## config.mk

```make
export PLATFORM = sky130hd
export DESIGN_NAME = vn4d_blend
export DESIGN_NICKNAME = d
export VERILOG_FILES = /design/src/vn4d_pkg.sv /design/src/vn4d_blend.sv
export SDC_FILE = /design/constraint.sdc
export NUM_CORES = 1
export LEC_CHECK = 0
export ABC_AREA = 0
export ABC_CLOCK_PERIOD_IN_PS = 16500
export BUFFER_PORTS_ARGS = -buffer_cell sky130_fd_sc_hd__buf_4
export CAP_MARGIN = 15
export CORE_MARGIN = 2
export CORE_UTILIZATION = 55
export DETAILED_ROUTE_END_ITERATION = 8
export GPL_ROUTABILITY_DRIVEN = 0
export PLACE_DENSITY = 0.74
export SLEW_MARGIN = 30
export SYNTH_ARGS = -nofsm -noshare
export SYNTH_HDL_FRONTEND = slang
export SYNTH_SLANG_ARGS = --single-unit
```

## constraint.sdc

```tcl
create_clock -name clock -period 16.5 [get_ports clock]
set_input_delay 2.475 -clock clock [delete_from_list [all_inputs] [get_ports clock]]
set_output_delay 2.475 -clock clock [all_outputs]
set_load 0.1 [all_outputs]
```

## src/vn4d_pkg.sv

```systemverilog
// Shared constants and types for the 4D value noise core.
package vn4d_pkg;
   localparam int TABLE_SIZE = 256;
   localparam int TBL_BITS   = $clog2(TABLE_SIZE);
   localparam int FRAC_BITS  = 16;
   localparam int VAL_W      = 16;
   localparam int PERM_W     = 8;
   localparam int IDX_W      = 8;
   localparam int COORD_W    = 32;
   localparam int CORNER_W   = 3;

   localparam logic CMD_LOAD  = 1'b0;
   localparam logic CMD_QUERY = 1'b1;

   typedef logic [TBL_BITS-1:0]     tbl_addr_type;
   typedef logic signed [VAL_W-1:0] val_type;
   typedef logic [FRAC_BITS-1:0]    frac_type;

   typedef struct packed {
      logic                valid;
      logic [CORNER_W-1:0] corner;
      val_type             v0;
      val_type             v1;
   } vn4d_pair_type;
endpackage

```

## src/vn4d_blend.sv

```systemverilog
// Quadrilinear blend: one shared lerp unit stepped through the x, y, z, t levels.
module vn4d_blend (
   input  logic                    clock,
   input  logic                    reset,
   input  logic                    start,
   input  vn4d_pkg::frac_type      frac_x,
   input  vn4d_pkg::frac_type      frac_y,
   input  vn4d_pkg::frac_type      frac_z,
   input  vn4d_pkg::frac_type      frac_t,
   input  vn4d_pkg::vn4d_pair_type pair,
   input  logic                    out_free,
   output logic                    res_valid,
   output vn4d_pkg::val_type       res_value,
   output logic                    busy
);
   import vn4d_pkg::*;

   localparam logic [1:0] LVL_X = 2'd0;
   localparam logic [1:0] LVL_Y = 2'd1;
   localparam logic [1:0] LVL_Z = 2'd2;
   localparam logic [1:0] LVL_T = 2'd3;
   localparam int PROD_W = VAL_W + FRAC_BITS + 2;

   frac_type            wx_ff, wy_ff, wz_ff, wt_ff;
   val_type             a_ff, b_ff;
   val_type             y0_ff, z0_ff, t0_ff;
   logic [1:0]          lvl_ff;
   logic [CORNER_W-1:0] bits_ff;
   logic                act_ff;

   frac_type                 w_sel;
   logic signed [VAL_W:0]    diff;
   logic signed [PROD_W-1:0] prod;
   logic signed [PROD_W-1:0] rounded;
   logic signed [PROD_W-1:0] quot;
   val_type                  lerp_r;
   logic                     fire;

   always_comb begin
      unique case (lvl_ff)
         LVL_X: w_sel = wx_ff;
         LVL_Y: w_sel = wy_ff;
         LVL_Z: w_sel = wz_ff;
         LVL_T: w_sel = wt_ff;
         default: w_sel = wx_ff;
      endcase
      diff    = {b_ff[VAL_W-1], b_ff} - {a_ff[VAL_W-1], a_ff};
      prod    = PROD_W'(diff) * $signed({2'b00, w_sel});
      rounded = prod + PROD_W'(1 << (FRAC_BITS - 1));
      quot    = rounded >>> FRAC_BITS;
      lerp_r  = a_ff + quot[VAL_W-1:0];
      fire    = act_ff && ((lvl_ff != LVL_T) || out_free);
   end

   always_ff @(posedge clock) begin
      if (reset) begin
         act_ff <= 1'b0;
      end else if (pair.valid) begin
         act_ff <= 1'b1;
      end else if (fire) begin
         act_ff <= (lvl_ff != LVL_T) && bits_ff[lvl_ff];
      end
      if (start) begin
         wx_ff <= frac_x;
         wy_ff <= frac_y;
         wz_ff <= frac_z;
         wt_ff <= frac_t;
      end
      if (pair.valid) begin
         a_ff    <= pair.v0;
         b_ff    <= pair.v1;
         lvl_ff  <= LVL_X;
         bits_ff <= pair.corner;
      end else if (fire) begin
         b_ff   <= lerp_r;
         lvl_ff <= lvl_ff + 2'd1;
         unique case (lvl_ff)
            LVL_X: begin
               if (bits_ff[0]) a_ff <= y0_ff;
               else y0_ff <= lerp_r;
            end
            LVL_Y: begin
               if (bits_ff[1]) a_ff <= z0_ff;
               else z0_ff <= lerp_r;
            end
            LVL_Z: begin
               if (bits_ff[2]) a_ff <= t0_ff;
               else t0_ff <= lerp_r;
            end
            default: a_ff <= a_ff;
         endcase
      end
   end

   assign res_valid = fire && (lvl_ff == LVL_T);
   assign res_value = lerp_r;
   assign busy      = act_ff;

   a_no_overlap: assert property (@(posedge clock) disable iff (reset)
      pair.valid |-> !act_ff) else $error("corner pair arrived while blend busy");
   a_last_pair: assert property (@(posedge clock) disable iff (reset)
      res_valid |-> (bits_ff == '1)) else $error("result from a pair other than the last");
   a_act_src: assert property (@(posedge clock) disable iff (reset)
      $rose(act_ff) |-> $past(pair.valid)) else $error("blend started without a pair");
endmodule

```

# [Word level (Yosys, flattened, before mapping)]
# Cells that the tools add are included.
[classes] n_eq_ne=7 bitwise=4 n_lt_le_gt_ge=1 add_sub_neg=4 reduce_logical=11 n_mul=1 n_mux=13
[ops] operator="16-bit 2-to-1 mux" n=7
[ops] operator="16-bit case mux with 4 select lines" n=1
[ops] operator="16-bit case mux with 3 select lines" n=1
[ops] operator="32-bit by 17-bit adder with 32-bit output (second input constant)" n=1
[ops] operator="17-bit by 17-bit multiplier with 32-bit output" n=1
[ops] operator="16-bit by 16-bit subtractor with 17-bit output" n=1
[ops] operator="16-bit adder" n=1
[ops] operator="4-bit AND reduction" n=3
[ops] operator="3-bit != test (second input constant)" n=3
[ops] operator="5-bit AND reduction" n=1
[ops] operator="2-bit equality test (second input constant)" n=2
[ops] operator="1-bit inverter" n=4
[ops] operator="4-bit nonzero test" n=1
[ops] operator="1-bit logical AND" n=3
[ops] operator="2-bit by 3-bit less-than comparator with 1-bit output (second input constant)" n=1
[ops] operator="1-bit 2-to-1 mux" n=3
[ops] operator="2-bit by 1-bit adder with 2-bit output (second input constant)" n=1
[ops] operator="1-bit binary-select mux with 2-bit select" n=1
[ops] operator="2-bit by 1-bit equality test with 1-bit output (second input constant)" n=1
[ops] operator="2-bit zero test" n=1
[ops] operator="2-bit != test (second input constant)" n=1
[ops] operator="2-bit nonzero test" n=1
[ops] operator="1-bit logical OR" n=1
[totals] wordCells=53 out_inout_bits=18 inputBits=104 reg_bits=150

# [Longest topological paths before layout]
# Gate-level depths: netlist of run 1.
[depth] word_depth=7 mapped_depth=42 ltp_nobuf=41

# [Worst setup path after synthesis of run 1]
# OpenSTA, ideal clock, no wires.
[synth_path] path_kind="reg2out" startpoint="register a_ff[0]" endpoint="output port res_value[15]" t_required_ns=14.025 stages_incl_launch_ff=40 path_buffers=1 t_arrival_ns=10.302 path_slack_ns=3.723 cell_sequence="edfxtp_1 ha_1 fa_1 nor2b_1 o2111ai_1 nand3_1 nor3b_1 o32a_1 a21oi_1 o21ba_2 xor2_1 buf_2 nor2_1 fa_1 inv_1 fa_1 fa_1 inv_1 [4 not listed] inv_1 ha_1 a21o_1 a21o_1 nor3_1 o21ai_0 a41oi_1 nor2b_1 o21ai_0 nand2b_1 xor2_1 ha_1 nor4_1 a21oi_1 a21oi_1 o21ai_0 xor2_1 xnor2_1"
[synth_via] elab_chain_cells=4
[synth_lines] item="from (decl)" line="vn4d_blend.sv:25" text="val_type a_ff, b_ff;"
[synth_lines] item="from (signal assigned)" line="vn4d_blend.sv:70" text="a_ff <= pair.v0;"
[synth_lines] item="from (signal assigned)" line="vn4d_blend.sv:79" text="if (bits_ff[0]) a_ff <= y0_ff;"
[synth_lines] item="from (signal assigned)" line="vn4d_blend.sv:83" text="if (bits_ff[1]) a_ff <= z0_ff;"
[synth_lines] item="16-bit by 16-bit subtractor with 17-bit output" line="vn4d_blend.sv:47" text="diff = {b_ff[VAL_W-1], b_ff} - {a_ff[VAL_W-1], a_ff};"
[synth_lines] item="17-bit by 17-bit multiplier with 32-bit output" line="vn4d_blend.sv:48" text="prod = PROD_W'(diff) * $signed({2'b00, w_sel});"
[synth_lines] item="32-bit by 17-bit adder with 32-bit output" line="vn4d_blend.sv:49" text="rounded = prod + PROD_W'(1 << (FRAC_BITS - 1));"
[synth_lines] item="16-bit adder *" line="vn4d_blend.sv:51" text="lerp_r = a_ff + quot[VAL_W-1:0];"
[synth_lines] item="to (decl)" line="vn4d_blend.sv:13" text="output vn4d_pkg::val_type res_value,"
# Mark *: on every way between the ends. The rest lies on a longest branch, timed or not.

# [Worst setup path after layout of run 1]
[layout_path] startpoint="register a_ff[1]" endpoint="output port res_value[15]"
# Same word-level chain as after synthesis.

==> results of run 1 <==
sequential cells by signal (all words and copies together) (netlist names):
register  flops
a_ff         16
b_ff         16
bits_ff       3
busy          1
lvl_ff        2
t0_ff        16
wt_ff        16
wx_ff        16
wy_ff        16
wz_ff        16
y0_ff        16
z0_ff        16
final cells by class:
| cell class | instances | area, µm² |
|---|---|---|
| sequential | 150 | 4474 |
| inverter | 398 | 1494 |
| timing repair buffer | 145 | 1089 |
| clock inverter | 15 | 167.7 |
| tap | 396 | 495.5 |
| multi-input combinational | 1114 | 11000 |
| fill | 2484 | 11520 |
| clock buffer | 17 | 425.4 |
critical path: cells and delay by family (launching register included):
kind / cells / cell delay, ns
adder cells (fa/ha/maj): 9 / 3.83
XOR/XNOR: 4 / 1.37
flip-flops: 1 / 0.45
buffers and inverters: 6 / 0.66
AND/OR/NAND/NOR: 8 / 1.46
AO/OA/AOI/OAI: 12 / 2.97
per-stage QoR:
step           setup WS, ns  hold WS (ns)  area [µm²]  cells
3_3_place_gp          3.902        0.5143       18530   2203
6_report              2.849        0.5342       19150   2235
2_1_floorplan         3.723        0.5517       17170   1717
3_5_place_dp          3.482        0.5229       18540   2203
4_1_cts               2.960        0.5320       19130   2235
5_1_grt               2.073        0.5721       19150   2235
layout by cell type, fill, tap and decap left out, types with 15 or more instances in the layout:
| cell | synthesis | layout |
|---|---|---|
| nand2_1 | 132 | 132 |
| fa_1 | 268 | 268 |
| o21ai_0 | 61 | 61 |
| a21oi_1 | 32 | 32 |
| buf_4 | 0 | 145 |
| xnor2_1 | 46 | 46 |
| nand2b_1 | 22 | 22 |
| edfxtp_1 | 147 | 147 |
| xor2_1 | 15 | 15 |
| nor2_1 | 192 | 192 |
| or2_2 | 19 | 19 |
| mux2_2 | 21 | 21 |
| nor3_1 | 22 | 19 |
| inv_1 | 397 | 396 |
| ha_1 | 128 | 127 |
| a22oi_1 | 22 | 22 |
| clkbuf_16 | 0 | 17 |
metal layers:
layer / GRT usage / up-vias
met5: 0 / -
met4: 0.09613 / 2
met3: 0.06370 / 98
met2: 0.4602 / 477
met1: 0.3286 / 6077
li1: - / 5620
final timing paths:
check,start,endpoint,slack (ns),cells after the start
worst max-delay path,a_ff[1],res_value[15],2.85,39
worst min-delay path,busy,busy,0.53,2
worst max register to register,a_ff[1],b_ff[15],5.71,39
worst min register to register,busy,busy,0.53,2
synth_stat cells, types with 5 or more instances:
| master | count |
|---|---|
| a211oi_1 | 5 |
| a21o_1 | 14 |
| a21oi_1 | 32 |
| a222oi_1 | 10 |
| a22oi_1 | 22 |
| a31oi_1 | 6 |
| buf_6 | 5 |
| clkbuf_1 | 43 |
| edfxtp_1 | 147 |
| fa_1 | 268 |
| ha_1 | 128 |
| inv_1 | 397 |
| mux2_2 | 21 |
| mux2i_1 | 7 |
| nand2_1 | 132 |
| nand2b_1 | 22 |
| nand3_1 | 11 |
| nor2_1 | 192 |
| nor2b_1 | 9 |
| nor3_1 | 22 |
| nor4_1 | 5 |
| o21a_1 | 5 |
| o21ai_0 | 61 |
| o21ai_1 | 7 |
| o21bai_1 | 5 |
| or2_2 | 19 |
| or3_1 | 7 |
| xnor2_1 | 46 |
| xor2_1 | 15 |
logic make-up after synthesis:
kind of cell | after synthesis | synth area share
buf+inv | 453 | 0.1015
flops | 150 | 0.2605
xor+xnor | 61 | 0.03111
mux | 28 | 0.01785
fa+ha+maj | 396 | 0.4057
simple gates | 438 | 0.1113
compound gates | 191 | 0.07206
==> flow_summary.yaml, run 1 <==
run_status:
  status: "complete, no violations"
timing:
  rsz0062_at_grt: "false"
  max_clock_freq_ghz: 0.07325
  period_needed_ns: 13.65
  worstMarginPinSlew_ns: 0.9861
  finalClockSkew_ns: 0.01352
  hold_viol: 0
  finalSetupTns_ns: 0
  maxSlewViolCount: 0
  relSlewSlack: 0.3426
  timing.final.crit_share: 0.8273
  setup_viol: 0
floorplanning:
  pin_count: 122
  dieArea_um2: 32650
  chipHeight_um: 180.7
  fp-row-count: 64
  core_area_um2: 30670
  die_x_um: 180.7
  initial_utilization: 0.5599
drt:
  dr.first_iter.drc_count: 951
  ant_nets: 0
  top_layer: "met5"
  drc: 0
  wl_met2_mm: 20.75
  drt-met1-wl_mm: 15.92
  vias: 12270
  wl_met3_mm: 3.065
  drt-pass1-iter-count: 7
  finalWirelength_mm: 41.28
  via_per_inst: 5.492
  wl_per_cell_um: 18.47
worst_setup_path:
  cp-end-kind: "output pin"
  critical_path_required_ns: 14.03
  critPathLaunchType: "flip-flop"
  crit_type: "flip-flop to output pin"
  crit_fanout: 9
  max_stage_delay_ns: 0.72
  cp_slowest_cell: "o21ai_0"
  worstPathArrival_ns: 11.18
cts:
  cts_hold_buf: 0
  cts_root_buffer: "clkbuf_16"
  htreeDepth: 4
  clock-sinks: 150
  cts-buffers-inserted: 17
  cts_tree: "done"
  post_cts_resized: 0
  clock_path_buffers: 2
  cts_setup_buffers: 0
  clk_pin_slew_worst_paths_ns: 0.07
  clk_latency_ns: 0.44
synthesis:
  synth_cell_types: 62
  yosysSeqAreaShare: 0.2605
  async_flop_share: 0
  netlist_area_um2: 17170
  yosys.area.top_type: "fa_1"
  synth_edf_count: 147
  ys.flop_type: "edfxtp_1"
  synth.area.top_cells: "fa_1 (31%), edfxtp_1 (26%), ha_1 (9.3%), inv_1 (8.7%), nor2_1 (4.2%)"
  yosys_warnings: 0
  synth_seq_cells: 150
  avgSynthCellArea_um2: 10.00
  synthCells: 1717
  syn-num-nets: 2217
  synth.top_cell.area_share: 0.3124
grt:
  grt_max_degree: 65
  grt_usage: 0.2672
  grt_pass1_vias: 13220
  antenna_found_initial: 1
  grt_pass1_wl_mm: 68.12
  grt_overflow: 0
final_layout:
  drive_above_1_share: 0.1272
  antenna_cells: 0
  syn_to_final_growth_pct: 11.51
  nets: 2326
  fin_util: 0.6244
job:
  cap_violations: 0
hold_path:
  hp-class: "flip-flop to flip-flop"
place:
  numPortBuffers: 121
  dp_hpwl_mm: 32.88
Power of run 1 is not shown: default switching activity piles up to over one toggle a cycle in this logic, so the estimate is an artifact.
==> run 2, diff against run 1 <==
--- a/config.mk
+++ b/config.mk
@@ -6,7 +6,7 @@
 export NUM_CORES = 1
 export LEC_CHECK = 0
 export ABC_AREA = 0
-export ABC_CLOCK_PERIOD_IN_PS = 16500
+export ABC_CLOCK_PERIOD_IN_PS = 14000
 export BUFFER_PORTS_ARGS = -buffer_cell sky130_fd_sc_hd__buf_4
 export CAP_MARGIN = 15
 export CORE_MARGIN = 2
==> constraint.sdc (replaced) <==
create_clock -name clock -period 14 [get_ports clock]
set_input_delay 2.1 -clock clock [delete_from_list [all_inputs] [get_ports clock]]
set_output_delay 2.1 -clock clock [all_outputs]
set_load 0.1 [all_outputs]
==> run 2 against run 1 <==
  * Sequential cell count is the same
  * Routed wire length up 1.8%
  * Highest routed layer is now met4
  * First-iteration DRC count rose by 11%
  * Clock skew shrank 0.0013 ns
  * Clock-buffer cell count stayed put
  * Die area unchanged
  * Register-to-register slack worse by 2.4 ns
  * Utilization rose by 0.065 points
  * Sequential share of layout area about the same
  * Final cell count hardly changed
  * Non-clock buffer count increased by 1
  * Cell area rose by 0.10%
==> flow_summary.yaml, run 2 (synthesis gave the netlist of run 1 again) <==
timing:
  finalClockSkew_ns: 0.01218
  relSlewSlack: 0.3060
  hold_viol: 0
  setup_viol: 0
  worstMarginPinSlew_ns: 1.012
  maxSlewViolCount: 0
  timing.final.crit_share: 0.9454
  finalSetupTns_ns: 0
  rsz0062_at_grt: "false"
  period_needed_ns: 13.24
  max_clock_freq_ghz: 0.07555
final_layout:
  antenna_cells: 0
  syn_to_final_growth_pct: 11.63
  layout_common_cells: "inv_1 (397), fa_1 (268), nor2_1 (192), edfxtp_1 (147), buf_4 (146)"
  final_common_cell: "inv_1"
  nets: 2327
  drive_above_1_share: 0.1266
job:
  cap_violations: 0
hold_path:
  hp-class: "flip-flop to flip-flop"
  whs_path_depth: 2
  hold_path_end: "busy"
  hold_start: "busy"
grt:
  grt_max_degree: 65
  grt_overflow: 0
  grt_usage: 0.2727
  grt_pass1_vias: 13500
  grt_pass1_wl_mm: 70.39
  antenna_found_initial: 0
drt:
  ant_nets: 0
  wl_per_cell_um: 18.80
  via_per_inst: 5.594
  drt-pass1-iter-count: 7
  vias: 12510
  dr.first_iter.drc_count: 1055
  finalWirelength_mm: 42.03
  drc: 0
worst_setup_path:
  cp_slowest_cell: "fa_1"
  critPathLaunchType: "flip-flop"
  worstPathArrival_ns: 11.14
  max_stage_delay_ns: 0.55
  regToRegEndpoint: "b_ff[15]"
  r2r-start: "a_ff[1]"
  crit_type: "flip-flop to output pin"
  critical_path_required_ns: 11.90
  crit_fanout: 7
  cp-end-kind: "output pin"
  reg2reg_depth: 38
  reg2reg_slack_ns: 3.28
place:
  dp_hpwl_mm: 33.01
  numPortBuffers: 121
floorplanning:
  dieArea_um2: 32650
  core_area_um2: 30670
  initial_utilization: 0.5599
  chipHeight_um: 180.7
  pin_count: 122
  die_x_um: 180.7
  fp-row-count: 64
cts:
  clock-sinks: 150
  htreeDepth: 4
  cts_hold_buf: 0
  cts-buffers-inserted: 17
  cts_setup_buffers: 0
  cts_root_buffer: "clkbuf_16"
  clock_path_buffers: 2
  cts_tree: "done"
  post_cts_resized: 0
  clk_pin_slew_worst_paths_ns: 0.07
  clk_latency_ns: 0.43
run_status:
  status: "complete, no violations"
-- run 2: how the worst max path moves through the flow --
stage	start	slack [ns]	end
after global routing	a_ff[1]	0.19	res_value[15]
after floorplan	a_ff[0]	1.60	res_value[15]
after CTS	a_ff[1]	0.78	res_value[15]
final	a_ff[1]	0.76	res_value[15]
after detailed placement	a_ff[1]	1.29	res_value[15]
after global placement	a_ff[1]	1.74	res_value[15]
-- run 2: layout make-up --
cell class	instances	area, µm²
clock inverters	15	188.9
clock buffers	17	425.4
inverters	398	1494
well taps	396	495.5
flip-flops and latches	150	4474
fillers	2488	11500
multi-input cells	1114	11000
repair buffers	146	1096
-- run 2: metrics by stage --
stage | instance area, µm² | util | hold slack [ns] | setup slack [ns] | instances
after floorplan | 17170 | - | 0.5517 | 1.598 | 1717
after global placement | 18530 | 0.6043 | 0.5157 | 1.735 | 2204
after detailed placement | 18550 | 0.6047 | 0.5357 | 1.295 | 2204
after CTS | 19160 | 0.6247 | 0.5467 | 0.7838 | 2236
after global routing | 19170 | 0.6250 | 0.5549 | 0.1882 | 2236
final | 19170 | 0.6250 | 0.5421 | 0.7641 | 2236
-- run 2: critical path: cells and delay by family (launching register included) --
kind | cells | cell delay (ns)
buffers and inverters | 5 | 0.60
xor gates and xnor gates | 4 | 1.49
DFF | 1 | 0.46
adders and majority gates | 9 | 3.96
AOI/OAI and AO/OA | 14 | 3.33
and+or+nand+nor | 6 | 0.85
-- run 2: routing by layer --
metal | share of wire | global-route usage | vias up
li1 | - | - | 5622
met3 | 0.078 | 0.04213 | 124
met2 | 0.50 | 0.4622 | 594
met5 | 0 | 0 | -
met1 | 0.39 | 0.3565 | 6169
met4 | 0.040 | 0.1006 | 0
Power of run 2 is left out for the same reason.
==> run 3, diff against run 2 <==
--- a/config.mk
+++ b/config.mk
@@ -5,15 +5,15 @@
 export SDC_FILE = /design/constraint.sdc
 export NUM_CORES = 1
 export LEC_CHECK = 0
-export ABC_AREA = 0
+export ABC_AREA = 1
 export ABC_CLOCK_PERIOD_IN_PS = 14000
 export BUFFER_PORTS_ARGS = -buffer_cell sky130_fd_sc_hd__buf_4
 export CAP_MARGIN = 15
 export CORE_MARGIN = 2
-export CORE_UTILIZATION = 55
+export CORE_UTILIZATION = 61
 export DETAILED_ROUTE_END_ITERATION = 8
 export GPL_ROUTABILITY_DRIVEN = 0
-export PLACE_DENSITY = 0.74
+export PLACE_DENSITY = 0.8
 export SLEW_MARGIN = 30
 export SYNTH_ARGS = -nofsm -noshare
 export SYNTH_HDL_FRONTEND = slang
==> run 3 against run 2 <==
  * Die area fell by 7.2%
  * First-iteration DRC count rose by 3.4%
  * Critical path depth fell by 1
  * Critical path type unchanged
==> flow_summary.yaml, run 3 <==
run_status:
  status: "complete, no violations"
worst_setup_path:
  max_stage_delay_ns: 0.58
  cp_slowest_cell: "xor2_1"
  critical_path_required_ns: 11.90
  regToRegEndpoint: "b_ff[12]"
  cp-startpoint: "a_ff[0]"
  cp-endpoint: "res_value[12]"
  crit_fanout: 10
  r2r-start: "a_ff[0]"
  critPathLaunchType: "flip-flop"
  reg2reg_slack_ns: 3.85
  cp-end-kind: "output pin"
  worstPathArrival_ns: 10.64
  critPathMostFrequentCell: "nand2_1"
  crit_type: "flip-flop to output pin"
  reg2reg_depth: 38
final_layout:
  syn_to_final_growth_pct: 10.59
  nFillCells: 2184
  nets: 2538
  antenna_cells: 0
  layout_common_cells: "inv_1 (448), nand2_1 (353), fa_1 (268), nor2_1 (189), edfxtp_1 (147)"
  fin_util: 0.6832
  ff_latch_area_um2: 4474
  final_common_cell: "inv_1"
  fin_cells: 2435
  multiInputGateArea_um2: 11260
  drive_above_1_share: 0.1160
timing:
  hold_viol: 0
  rsz0062_at_grt: "false"
  period_needed_ns: 12.74
  fin_ws_ns: 1.260
  finalClockSkew_ns: 0.007874
  maxSlewViolCount: 0
  worstMarginPinSlew_ns: 0.9706
  timing.final.crit_share: 0.9100
  relSlewSlack: 0.3529
  setup_viol: 0
  max_clock_freq_ghz: 0.07849
  finalSetupTns_ns: 0
drt:
  via_per_inst: 5.589
  dr.first_iter.drc_count: 1091
  finalWirelength_mm: 45.30
  drc: 0
  drt-pass1-iter-count: 9
  ant_nets: 0
  wl_per_cell_um: 18.60
  vias: 13610
cts:
  cts-buffers-inserted: 17
  cts_hold_buf: 0
  clk_pin_slew_worst_paths_ns: 0.06
  clk_latency_ns: 0.43
  htreeDepth: 4
  clock_path_buffers: 2
  cts_root_buffer: "clkbuf_16"
  cts_setup_buffers: 0
  clock-sinks: 150
  post_cts_resized: 0
  cts_tree: "done"
place:
  dp_hpwl_mm: 36.86
  numPlacedInstances: 2403
  numPortBuffers: 121
  dp_worst_setup_slack_ns: 1.865
synthesis:
  synth_edf_count: 147
  yosysSeqAreaShare: 0.2537
  avgSynthCellArea_um2: 9.123
  netlist_area_um2: 17640
  synth.top_cell.area_share: 0.3042
  synth_cell_types: 57
  synth_seq_cells: 150
  syn-num-nets: 2433
  synth.most_common_cell: "inv_1"
  ys.flop_type: "edfxtp_1"
  synthCells: 1933
  yosys.area.top_type: "fa_1"
  yosys_warnings: 0
  async_flop_share: 0
  ys_top_cells_by_count: "inv_1 (448), nand2_1 (353), fa_1 (268)"
  synth.area.top_cells: "fa_1 (30%), edfxtp_1 (25%), inv_1 (9.5%), ha_1 (9.1%), nand2_1 (7.5%)"
floorplanning:
  core_area_um2: 28550
  die_x_um: 174.0
  pin_count: 122
  dieArea_um2: 30290
  fp-row-count: 62
  chipHeight_um: 174.0
  initial_utilization: 0.6178
grt:
  grt_overflow: 0
  grt_max_degree: 65
  antenna_found_initial: 0
  grt_pass1_vias: 14690
  grt_usage: 0.3181
  grt_pass1_wl_mm: 74.57
hold_path:
  hp-class: "flip-flop to flip-flop"
job:
  cap_violations: 0
[run 3: cell types whose count changed in the layout (fill, tap and decap cells not counted), sizes merged, moves of 12 or more]
cell,delta
nand2b,-22
xnor2,-31
inv,+53
a22oi,-22
a21oi,+32
buf,-12
nand2,+232
mux2,-21
nand3,+50
nor3,-19
nor2,+19
[run 3: kinds of logic (layout without fill, tap and decap cells)]
kind of cell,after synthesis,after routing,synth area share
buffers and inverters,506,624,0.1103
AOI/OAI and AO/OA,172,172,0.05839
and+or+nand+nor,668,668,0.1599
DFF,150,150,0.2537
xor gates and xnor gates,41,41,0.02270
adders and majority gates,396,396,0.3950
[run 3: critical path: cells and delay by family, from the launching register on]
kind                       cells  cell delay, ns
DFF                            1            0.41
buffers and inverters          6            1.16
xor gates and xnor gates       3            1.37
and+or+nand+nor               12            1.85
adders and majority gates     10            4.27
AOI/OAI and AO/OA              6            1.12
[run 3: metrics by stage]
step           cell area [µm²]  hold WS (ns)
6_report                 19500        0.5938
5_1_grt                  19500        0.6243
4_1_cts                  19470        0.5855
3_5_place_dp             18920        0.5777
3_3_place_gp             18920        0.5424
2_1_floorplan            17640        0.5185
[run 3: metal layers]
layer,vias to the layer above,share of wire,track usage
li1,6110,-,-
met1,6644,0.37,0.3858
met2,683,0.49,0.5432
met3,171,0.084,0.06605
met4,0,0.051,0.1572
met5,-,0,0
[run 3: worst min-delay path by stage]
stage | from | end | slack [ns] | depth (start not counted)
floorplan | lvl_ff[1] | lvl_ff[1] | 0.52 | 2
global placement | lvl_ff[1] | lvl_ff[1] | 0.54 | 2
detailed placement | lvl_ff[1] | lvl_ff[1] | 0.58 | 2
CTS | lvl_ff[1] | lvl_ff[1] | 0.59 | 2
global route | lvl_ff[1] | lvl_ff[1] | 0.62 | 2
finish | lvl_ff[1] | lvl_ff[1] | 0.59 | 2
[run 3: layout make-up]
class / instances / share of cell area
timing repair buffer: 134 / 0.05158
sequential: 150 / 0.2294
clock inverter: 14 / 0.006608
tap: 384 / 0.02464
inverter: 458 / 0.08815
clock buffer: 18 / 0.02201
multi-input combinational: 1277 / 0.5776
Power of run 3 is left out for the same reason.
